<file path="src/sv/rpn_pkg.sv">
// Shared types, widths and command codes for the postfix stack evaluator.
`timescale 1ns / 1ps
`default_nettype none

package rpn_pkg;

	localparam int WORD_W      = 32;
	localparam int CMD_W       = 5;
	localparam int DEPTH_OUT_W = 5;
	localparam int ERR_W       = 8;
	localparam int SH_W        = $clog2(WORD_W);
	localparam int DIV_CNT_W   = $clog2(WORD_W + 1);

	localparam logic [ERR_W-1:0] ERR_MAX = {ERR_W{1'b1}};

	localparam logic [CMD_W-1:0] CMD_PUSH_LIT  = 5'd0;
	localparam logic [CMD_W-1:0] CMD_PUSH_TIME = 5'd1;
	localparam logic [CMD_W-1:0] CMD_ADD       = 5'd2;
	localparam logic [CMD_W-1:0] CMD_SUB       = 5'd3;
	localparam logic [CMD_W-1:0] CMD_MUL       = 5'd4;
	localparam logic [CMD_W-1:0] CMD_DIV       = 5'd5;
	localparam logic [CMD_W-1:0] CMD_SHL       = 5'd6;
	localparam logic [CMD_W-1:0] CMD_SHR       = 5'd7;
	localparam logic [CMD_W-1:0] CMD_AND       = 5'd8;
	localparam logic [CMD_W-1:0] CMD_NOT       = 5'd9;
	localparam logic [CMD_W-1:0] CMD_XOR       = 5'd10;
	localparam logic [CMD_W-1:0] CMD_OR        = 5'd11;
	localparam logic [CMD_W-1:0] CMD_EQ        = 5'd12;
	localparam logic [CMD_W-1:0] CMD_NE        = 5'd13;
	localparam logic [CMD_W-1:0] CMD_GT        = 5'd14;
	localparam logic [CMD_W-1:0] CMD_LT        = 5'd15;
	localparam logic [CMD_W-1:0] CMD_LE        = 5'd16;
	localparam logic [CMD_W-1:0] CMD_GE        = 5'd17;
	localparam logic [CMD_W-1:0] CMD_MOD       = 5'd18;
	localparam logic [CMD_W-1:0] CMD_LAND      = 5'd19;
	localparam logic [CMD_W-1:0] CMD_LOR       = 5'd20;

	typedef logic [WORD_W-1:0] word_t;

	// Source a stack cell loads from on the next edge
	typedef enum logic [1:0] {
		CELL_HOLD,
		CELL_FROM_UP,
		CELL_FROM_DOWN
	} cell_sel_t;

	typedef struct packed {
		logic  start;
		word_t dividend;
		word_t divisor;
	} div_req_t;

	typedef struct packed {
		logic  busy;
		logic  done;
		word_t quotient;
		word_t remainder;
	} div_rsp_t;

endpackage

`default_nettype wire

</file>
<file path="src/sv/rpn_in_if.sv">
// Command channel: valid/ready handshake with command, literal and time value.
`timescale 1ns / 1ps
`default_nettype none

interface rpn_in_if import rpn_pkg::*; ();

	logic             valid;
	logic             ready;
	logic [CMD_W-1:0] cmd;
	word_t            literal;
	word_t            time_value;

	modport source (output valid, output cmd, output literal, output time_value, input ready);
	modport sink   (input valid, input cmd, input literal, input time_value, output ready);

endinterface

`default_nettype wire

</file>
<file path="src/sv/rpn_out_if.sv">
// Result channel: valid/ready handshake with top value, depth and error count.
`timescale 1ns / 1ps
`default_nettype none

interface rpn_out_if import rpn_pkg::*; ();

	logic                   valid;
	logic                   ready;
	word_t                  top_value;
	logic [DEPTH_OUT_W-1:0] stack_depth;
	logic [ERR_W-1:0]       error_count;

	modport source (output valid, output top_value, output stack_depth, output error_count,
		input ready);
	modport sink   (input valid, input top_value, input stack_depth, input error_count,
		output ready);

endinterface

`default_nettype wire

</file>
<file path="src/sv/rpn_cell.sv">
// One stack cell: holds a word, or loads from the cell above or below.
`timescale 1ns / 1ps
`default_nettype none

module rpn_cell import rpn_pkg::*; (
	input  wire logic      clk,
	input  wire cell_sel_t sel,
	input  wire word_t     from_up,
	input  wire word_t     from_down,
	output word_t          value
);

	word_t value_q;

	// Hold, shift down on push, shift up on pop
	always_ff @(posedge clk) begin
		case (sel)
			CELL_FROM_UP:   value_q <= from_up;
			CELL_FROM_DOWN: value_q <= from_down;
			default:        value_q <= value_q;
		endcase
	end

	assign value = value_q;

endmodule

`default_nettype wire

</file>
<file path="src/sv/rpn_alu.sv">
// Combinational operators: arithmetic, shifts, bitwise, compares and logic.
`timescale 1ns / 1ps
`default_nettype none

module rpn_alu import rpn_pkg::*; (
	input  wire logic [CMD_W-1:0] cmd,
	input  wire word_t            a,
	input  wire word_t            b,
	output word_t                 result
);

	logic big_shift;

	assign big_shift = |b[WORD_W-1:SH_W];

	// Divide and modulo come from the divider; here they give the zero-divisor result
	always_comb begin
		case (cmd)
			CMD_ADD:  result = a + b;
			CMD_SUB:  result = a - b;
			CMD_MUL:  result = a * b;
			CMD_SHL:  result = big_shift ? '0 : (a << b[SH_W-1:0]);
			CMD_SHR:  result = big_shift ? '0 : (a >> b[SH_W-1:0]);
			CMD_AND:  result = a & b;
			CMD_NOT:  result = ~b;
			CMD_XOR:  result = a ^ b;
			CMD_OR:   result = a | b;
			CMD_EQ:   result = word_t'(a == b);
			CMD_NE:   result = word_t'(a != b);
			CMD_GT:   result = word_t'(a > b);
			CMD_LT:   result = word_t'(a < b);
			CMD_LE:   result = word_t'(a <= b);
			CMD_GE:   result = word_t'(a >= b);
			CMD_LAND: result = word_t'((|a) && (|b));
			CMD_LOR:  result = word_t'((|a) || (|b));
			default:  result = '0;
		endcase
	end

endmodule

`default_nettype wire

</file>
<file path="src/sv/rpn_div.sv">
// Restoring divider: one quotient bit per cycle, quotient and remainder out.
`timescale 1ns / 1ps
`default_nettype none

module rpn_div import rpn_pkg::*; (
	input  wire logic     clk,
	input  wire logic     arst_n,
	input  wire div_req_t req,
	output div_rsp_t      rsp
);

	logic                 busy_q;
	logic [DIV_CNT_W-1:0] cnt_q;
	word_t                rem_q;
	word_t                quo_q;
	word_t                divisor_q;
	logic [WORD_W:0]      trial;
	logic                 done;

	assign trial = {rem_q, quo_q[WORD_W-1]} - {1'b0, divisor_q};
	assign done  = busy_q && (cnt_q == '0);

	// Sequence the iterations
	always_ff @(posedge clk or negedge arst_n) begin
		if (!arst_n) begin
			busy_q <= 1'b0;
			cnt_q  <= '0;
		end else if (req.start) begin
			busy_q <= 1'b1;
			cnt_q  <= DIV_CNT_W'(WORD_W);
		end else if (done) begin
			busy_q <= 1'b0;
		end else if (busy_q) begin
			cnt_q <= cnt_q - 1'b1;
		end
	end

	// Shift in one dividend bit, subtract when it fits
	always_ff @(posedge clk) begin
		if (req.start) begin
			rem_q     <= '0;
			quo_q     <= req.dividend;
			divisor_q <= req.divisor;
		end else if (busy_q && !done) begin
			if (!trial[WORD_W]) begin
				rem_q <= trial[WORD_W-1:0];
				quo_q <= {quo_q[WORD_W-2:0], 1'b1};
			end else begin
				rem_q <= {rem_q[WORD_W-2:0], quo_q[WORD_W-1]};
				quo_q <= {quo_q[WORD_W-2:0], 1'b0};
			end
		end
	end

	assign rsp.busy      = busy_q;
	assign rsp.done      = done;
	assign rsp.quotient  = quo_q;
	assign rsp.remainder = rem_q;

endmodule

`default_nettype wire

</file>
<file path="src/sv/rpn_integer_stack_evaluator.sv">
// Pushes and all operators but divide/modulo register their result in the cycle after the command
// is accepted. Divide and modulo by a nonzero divisor run in the bit-serial divider, which makes
// one quotient bit per cycle over 32 bits; no new command is accepted while it is busy.
// Other commands sustain one per cycle while results are taken.
// Reset clears depth, error count and handshake state; stack cells are not cleared.
`timescale 1ns / 1ps
`default_nettype none

module rpn_integer_stack_evaluator import rpn_pkg::*; #(
	parameter int STACK_DEPTH = 16
) (
	input  wire logic  clk,
	input  wire logic  arst_n,
	rpn_in_if.sink     in_ch,
	rpn_out_if.source  out_ch
);

	localparam int SP_W = $clog2(STACK_DEPTH + 1);

	logic [SP_W-1:0]  sp_q;
	logic [SP_W-1:0]  sp_next;
	logic [ERR_W-1:0] err_q;
	logic [ERR_W:0]   err_sum;
	logic [1:0]       err_inc;
	logic             out_valid_q;
	logic [CMD_W-1:0] cmd_q;
	logic [CMD_W-1:0] cmd_c;

	word_t            cell_val [STACK_DEPTH];
	cell_sel_t        cell_sel [STACK_DEPTH];

	div_req_t         div_req;
	div_rsp_t         div_rsp;

	logic             fire;
	logic             commit;
	logic             is_push;
	logic             is_unary;
	logic             is_bin;
	logic             is_divop;
	logic             full;
	logic             underflow;
	logic             overflow;
	logic             div_zero;
	logic             changes_top;
	word_t            a_op;
	word_t            b_op;
	word_t            alu_res;
	word_t            op_res;
	word_t            new_val;
	logic [SP_W+DEPTH_OUT_W-1:0] sp_ext;

	// Accept while the divider is idle and the result slot is free or emptying
	assign in_ch.ready = !div_rsp.busy && (!out_valid_q || out_ch.ready);
	assign fire        = in_ch.valid && in_ch.ready;

	// Decode the command being committed
	assign cmd_c    = div_rsp.busy ? cmd_q : in_ch.cmd;
	assign is_push  = (cmd_c == CMD_PUSH_LIT) || (cmd_c == CMD_PUSH_TIME);
	assign is_unary = (cmd_c == CMD_NOT);
	assign is_divop = (cmd_c == CMD_DIV) || (cmd_c == CMD_MOD);
	assign is_bin   = (cmd_c >= CMD_ADD) && (cmd_c <= CMD_LOR) && !is_unary;
	assign full     = (sp_q == SP_W'(STACK_DEPTH));

	// Missing operands read as zero
	assign b_op = (sp_q >= SP_W'(1)) ? cell_val[0] : '0;
	assign a_op = (sp_q >= SP_W'(2)) ? cell_val[1] : '0;

	rpn_alu u_alu (
		.cmd    (cmd_c),
		.a      (a_op),
		.b      (b_op),
		.result (alu_res)
	);

	assign div_req.start    = fire && is_divop && (b_op != '0);
	assign div_req.dividend = a_op;
	assign div_req.divisor  = b_op;

	rpn_div u_div (
		.clk    (clk),
		.arst_n (arst_n),
		.req    (div_req),
		.rsp    (div_rsp)
	);

	assign commit = (fire && !div_req.start) || div_rsp.done;

	assign op_res  = div_rsp.done ? ((cmd_q == CMD_MOD) ? div_rsp.remainder : div_rsp.quotient)
	                              : alu_res;
	assign new_val = is_push ? ((cmd_c == CMD_PUSH_LIT) ? in_ch.literal : in_ch.time_value)
	                         : op_res;

	// Error events of this step
	assign underflow = (is_bin && (sp_q < SP_W'(2))) || (is_unary && (sp_q == '0));
	assign overflow  = is_push && full;
	assign div_zero  = is_divop && (b_op == '0);
	assign err_inc   = 2'(underflow) + 2'(overflow) + 2'(div_zero);
	assign err_sum   = {1'b0, err_q} + (ERR_W+1)'(err_inc);

	// Next depth
	always_comb begin
		sp_next = sp_q;
		if (is_push) begin
			if (!full) begin
				sp_next = sp_q + 1'b1;
			end
		end else if (is_unary) begin
			if (sp_q == '0) begin
				sp_next = SP_W'(1);
			end
		end else if (is_bin) begin
			sp_next = (sp_q < SP_W'(2)) ? SP_W'(1) : (sp_q - 1'b1);
		end
	end

	assign changes_top = (is_push && !full) || is_unary || is_bin;

	// Steer each cell: push shifts down, binary op shifts up under a new top, NOT replaces the top
	always_comb begin
		for (int i = 0; i < STACK_DEPTH; i++) begin
			cell_sel[i] = CELL_HOLD;
			if (commit && changes_top) begin
				if (i == 0 || is_push) begin
					cell_sel[i] = CELL_FROM_UP;
				end else if (is_bin) begin
					cell_sel[i] = CELL_FROM_DOWN;
				end
			end
		end
	end

	// Row of stack cells, top at index zero
	for (genvar g = 0; g < STACK_DEPTH; g++) begin : g_cell
		word_t up_w;
		word_t down_w;

		if (g == 0) begin : g_first
			assign up_w = new_val;
		end else begin : g_mid
			assign up_w = cell_val[g-1];
		end

		if (g == STACK_DEPTH - 1) begin : g_last
			assign down_w = '0;
		end else begin : g_inner
			assign down_w = cell_val[g+1];
		end

		rpn_cell u_cell (
			.clk       (clk),
			.sel       (cell_sel[g]),
			.from_up   (up_w),
			.from_down (down_w),
			.value     (cell_val[g])
		);
	end

	// Depth, error count and result handshake
	always_ff @(posedge clk or negedge arst_n) begin
		if (!arst_n) begin
			sp_q        <= '0;
			err_q       <= '0;
			out_valid_q <= 1'b0;
		end else begin
			if (commit) begin
				sp_q        <= sp_next;
				err_q       <= err_sum[ERR_W] ? ERR_MAX : err_sum[ERR_W-1:0];
				out_valid_q <= 1'b1;
			end else if (out_ch.ready) begin
				out_valid_q <= 1'b0;
			end
		end
	end

	// Latch the command for a divide in flight
	always_ff @(posedge clk) begin
		if (div_req.start) begin
			cmd_q <= in_ch.cmd;
		end
	end

	// State holds until the result is taken, so the outputs read it directly
	assign sp_ext             = {{DEPTH_OUT_W{1'b0}}, sp_q};
	assign out_ch.valid       = out_valid_q;
	assign out_ch.top_value   = (sp_q == '0) ? '0 : cell_val[0];
	assign out_ch.stack_depth = sp_ext[DEPTH_OUT_W-1:0];
	assign out_ch.error_count = err_q;

	a_no_accept_while_dividing: assert property (@(posedge clk) disable iff (!arst_n)
		div_rsp.busy |-> !in_ch.ready)
		else $error("command accepted while divider busy");

	a_commit_slot_free: assert property (@(posedge clk) disable iff (!arst_n)
		commit |-> (!out_valid_q || out_ch.ready))
		else $error("result overwritten before it was taken");

	a_commit_gives_result: assert property (@(posedge clk) disable iff (!arst_n)
		commit |=> out_valid_q)
		else $error("committed step produced no result");

	a_depth_bound: assert property (@(posedge clk) disable iff (!arst_n)
		sp_q <= SP_W'(STACK_DEPTH))
		else $error("stack depth beyond capacity");

	a_err_monotonic: assert property (@(posedge clk) disable iff (!arst_n)
		1'b1 |=> err_q >= $past(err_q))
		else $error("error count decreased");

endmodule

`default_nettype wire

</file>
<file path="src/flat_wrapper.sv">
// flat-port wrapper written by rule: the top's interface ports become plain ports
module rpn_integer_stack_evaluator_flat import rpn_pkg::*;
#(
	parameter int STACK_DEPTH = 16
)
  (clk, arst_n, in_ch_valid, in_ch_cmd, in_ch_literal, in_ch_time_value, in_ch_ready, out_ch_valid, out_ch_top_value, out_ch_stack_depth, out_ch_error_count, out_ch_ready);
  rpn_in_if in_ch_i ();
  rpn_out_if out_ch_i ();
  input  wire logic clk;
  input  wire logic arst_n;
  input wire logic [$bits(in_ch_i.valid)-1:0] in_ch_valid;
  input wire logic [$bits(in_ch_i.cmd)-1:0] in_ch_cmd;
  input wire logic [$bits(in_ch_i.literal)-1:0] in_ch_literal;
  input wire logic [$bits(in_ch_i.time_value)-1:0] in_ch_time_value;
  output wire logic [$bits(in_ch_i.ready)-1:0] in_ch_ready;
  output wire logic [$bits(out_ch_i.valid)-1:0] out_ch_valid;
  output wire logic [$bits(out_ch_i.top_value)-1:0] out_ch_top_value;
  output wire logic [$bits(out_ch_i.stack_depth)-1:0] out_ch_stack_depth;
  output wire logic [$bits(out_ch_i.error_count)-1:0] out_ch_error_count;
  input wire logic [$bits(out_ch_i.ready)-1:0] out_ch_ready;
  assign in_ch_i.valid = in_ch_valid;
  assign in_ch_i.cmd = in_ch_cmd;
  assign in_ch_i.literal = in_ch_literal;
  assign in_ch_i.time_value = in_ch_time_value;
  assign in_ch_ready = in_ch_i.ready;
  assign out_ch_valid = out_ch_i.valid;
  assign out_ch_top_value = out_ch_i.top_value;
  assign out_ch_stack_depth = out_ch_i.stack_depth;
  assign out_ch_error_count = out_ch_i.error_count;
  assign out_ch_i.ready = out_ch_ready;
  rpn_integer_stack_evaluator #(.STACK_DEPTH(STACK_DEPTH)) u_core (.clk(clk), .arst_n(arst_n), .in_ch(in_ch_i), .out_ch(out_ch_i));
endmodule
</file>
<file path="config.mk">
export PLATFORM = sky130hd
export DESIGN_NAME = rpn_integer_stack_evaluator_flat
export DESIGN_NICKNAME = d
export VERILOG_FILES = /design/src/sv/rpn_pkg.sv /design/src/sv/rpn_in_if.sv /design/src/sv/rpn_out_if.sv /design/src/sv/rpn_cell.sv /design/src/sv/rpn_alu.sv /design/src/sv/rpn_div.sv /design/src/sv/rpn_integer_stack_evaluator.sv /design/src/flat_wrapper.sv
export SDC_FILE = /design/constraint.sdc
export NUM_CORES = 2
export LEC_CHECK = 0
export BUFFER_PORTS_ARGS = -buffer_cell sky130_fd_sc_hd__buf_2
export CAP_MARGIN = 20
export CELL_PAD_IN_SITES_DETAIL_PLACEMENT = 0
export CELL_PAD_IN_SITES_GLOBAL_PLACEMENT = 1
export CORE_MARGIN = 1
export CORE_UTILIZATION = 45
export DETAILED_ROUTE_END_ITERATION = 8
export GPL_TIMING_DRIVEN = 0
export PLACE_DENSITY = 0.87
export SKIP_CTS_REPAIR_TIMING = 1
export SKIP_LAST_GASP = 1
export SYNTH_ARGS = -nofsm -noshare
export SYNTH_HDL_FRONTEND = slang
export SYNTH_SLANG_ARGS = --single-unit
</file>
<file path="constraint.sdc">
create_clock -name clk -period 12.85 [get_ports clk]
set_input_delay 3.855 -clock clk [delete_from_list [all_inputs] [get_ports clk]]
set_output_delay 3.855 -clock clk [all_outputs]
set_load 0.02 [all_outputs]
</file>
==> impl_metrics.py <==
metrics = {
    "global_route": {
        "gr-usage-all-layers_pct": 37.9,
        "grt_pass1_wl_mm": 324,
        "antenna_found_initial": 20,
        "grt.overflow.total": 0,
        "grt_pass1_vias": 44300,
        "grt_max_degree": 48,
    },
    "logic_synthesis": {
        "synthTopCellsByArea": "edfxtp_1 (33%), fa_1 (16%), mux2_2 (9.9%), ha_1 (6.1%), inv_1 (3.7%)",
        "ys_async_sr_fraction_pct": 3.31,
        "yosysTopAreaCell": "edfxtp_1",
        "synth_area_um2": 53200,
        "synth_area_per_cell_um2": 10.3,
        "synth_common_cells": "edfxtp_1 (581), inv_1 (530), nor2_1 (499), nand2_1 (494), mux2_2 (469)",
        "synth_top_area_share_pct": 32.8,
        "synth_cell_types": 97,
        "synth-edff-count": 581,
        "yosys_register_bits": 634,
        "ys_seq_area_share_pct": 35.0,
        "syn_nets": 5910,
        "synthFlopType": "edfxtp_1",
        "synth_warnings": 0,
        "syn_inst": 5163,
        "synth_most_common_cell": "edfxtp_1",
    },
    "sta": {
        "finalSetupViolCount": 0,
        "finalHoldViolations": 0,
        "rsz0062_at_grt": "false",
        "slew_headroom_pct": 10.7,
        "fin_crit_sh_pct": 98.7,
        "worst_pin_slew_ns": 1.31,
        "skew_ns": 0.0489,
        "slew_violations": 0,
        "fin_crit_ns": 12.69,
        "fmax_mhz": 78.8,
    },
    "clocking": {
        "cts.htree.levels": 3,
        "cts_root_buf": "clkbuf_16",
        "cts_sinks": 634,
        "clockBufferDepth": 3,
        "clk_pin_slew_ns": 0.06,
        "cts_tree": "done",
        "clock_latency_ns": 0.68,
        "cts_buffers": 69,
    },
    "routing": {
        "ant_nets": 0,
        "wl_mm": 229,
        "viasPerCell": 6.41,
        "drc_errors": 0,
        "vias": 44700,
        "drt-initial-drc-count": 5993,
        "wl_per_cell_um": 32.8,
        "dr.pass1.iters": 8,
    },
    "cells_and_area": {
        "layout-drive-gt1-share_pct": 15.7,
        "nNetsFinal": 6138,
        "syn2layout_area_growth_pct": 10.3,
        "final_cells": 6976,
    },
    "worst_setup_path": {
        "critPathMaxFanout": 11,
        "required_ns": 13.28,
        "critical_path_class": "flip-flop to flip-flop",
        "startpoint_type": "flip-flop",
        "critPathCaptureType": "flip-flop",
        "cp_slowest_stage_delay_ns": 0.73,
        "cp_slowest_cell": "buf_1",
        "cp.arrival_ns": 13.11,
        "cp_common_cell": "fa_1",
    },
    "hold_path": {
        "hold_path.class": "flip-flop to flip-flop",
    },
    "floorplan": {
        "die_height_um": 346,
        "dieArea_um2": 120000,
        "start_util_pct": 45.6,
        "core_um2": 117000,
        "row_count": 125,
        "io_pins": 120,
        "dieWidth_um": 346,
    },
    "run_status": {
        "status": "complete, no violations",
    },
    "placement": {
        "io_buffers": 119,
        "hpwl_mm": 180,
        "gp_congestion": 1.09,
        "post-place-cells": 6842,
    },
    "run": {
        "maxCapViolations": 0,
    },
}
## logic make-up (layout without fill, tap and decap cells)
logic type                 Yosys count  in the layout  synth area share [%]
other                                0              6                     0
AOI/OAI and AO/OA                  915            915                  11.6
and+or+nand+nor                   1407           1407                  11.6
muxes                              552            552                  11.6
buffers and inverters              842           1125                  6.16
adders and majority gates          674            674                  21.7
DFF                                634            634                  35.0
xor gates and xnor gates           139            139                  2.38
## stage by stage
stage	setup slack, ns	instance area (um2)	hold slack (ns)	setup TNS [ns]	util, %
3_3_place_gp	-4.78	55800	0.485	-2245.67	47.9
3_5_place_dp	0.151	56400	0.500	0	48.3
4_1_cts	0.115	58700	0.513	0	50.3
2_1_floorplan	-0.621	53300	0.459	-297.88	-
5_1_grt	0.265	58700	0.543	0	50.3
6_report	0.163	58700	0.514	0	50.3
## state kept, by name (all words and copies together), names as in the netlist
register	flops
u_core.u_div.rem_q	32
u_core.u_div.busy_q	1
u_core.out_ch.valid	1
u_core.u_div.divisor_q	32
u_core.out_ch.stack_depth	5
u_core.u_div.quo_q	32
u_core.u_div.cnt_q	6
u_core.cmd_q	5
u_core.g_cell.u_cell.value	512
u_core.out_ch.error_count	8
## cell type report
cell class,count,area (um2)
repair buffers,157,1160
well taps,1524,1910
inverters,546,2050
multi-input cells,3687,31500
fillers,10600,58000
diodes,6,15.0
flip-flops and latches,634,18600
clock buffers,84,1800
clock inverters,42,460
plain buffers,296,1230
## metal layers
metal | part of all wire, % | GRT usage [%] | wire length [um]
met5 | 0.10 | 0 | 231
met4 | 6.8 | 21.5 | 15500
met3 | 12 | 10.9 | 28100
met2 | 42 | 55.0 | 96400
met1 | 39 | 50.6 | 88900
## path summary, 6_finish.rpt
path                                                               start                                     endpoint  slack [ns]  cells after the start
max in group asynchronous                                         arst_n     u_core.out_ch.error_count[4]$_DFFE_PN0P_        9.33                      1
worst min-delay path                  u_core.u_div.rem_q[0]$_SDFFE_PP0P_           u_core.u_div.rem_q[0]$_SDFFE_PP0P_        0.51                      1
worst max register to register  u_core.out_ch.stack_depth[1]$_DFFE_PN0P_  u_core.g_cell[0].u_cell.value[31]$_DFFE_PP_        0.16                     33
worst max-delay path            u_core.out_ch.stack_depth[1]$_DFFE_PN0P_  u_core.g_cell[0].u_cell.value[31]$_DFFE_PP_        0.16                     33
min in group asynchronous                                         arst_n            u_core.u_div.cnt_q[1]$_DFFE_PN0P_        3.15                      1
worst min register to register        u_core.u_div.rem_q[0]$_SDFFE_PP0P_           u_core.u_div.rem_q[0]$_SDFFE_PP0P_        0.51                      1
## worst max-delay path, delay by kind of cell, from the launching register on
family          cells  cell delay (ns)
compound gates      8             2.21
xor+xnor            1             0.31
fa+ha+maj          11             4.83
buf+inv            10             3.14
flops               1             0.48
simple gates        3             1.47
## cell usage in the layout (no fill, tap or decap), types with 32 or more instances in the layout
master	count
dfxtp_1	32
o221ai_1	36
xnor2_1	99
buf_2	144
o211ai_1	41
o22ai_1	38
clkbuf_1	225
xor2_1	36
a31oi_1	35
buf_1	42
fa_1	413
nor2b_1	82
mux2_2	468
nor3_1	65
o21ai_0	186
clkbuf_16	69
nand2_1	493
edfxtp_1	581
a21o_1	39
inv_1	528
ha_1	260
a221oi_1	43
a211oi_1	43
nor2_1	498
a21oi_1	190
nand3_1	100
mux2i_1	73
Power is not shown: default switching activity piles up to over one toggle a cycle in this logic, so the estimate is an artifact.
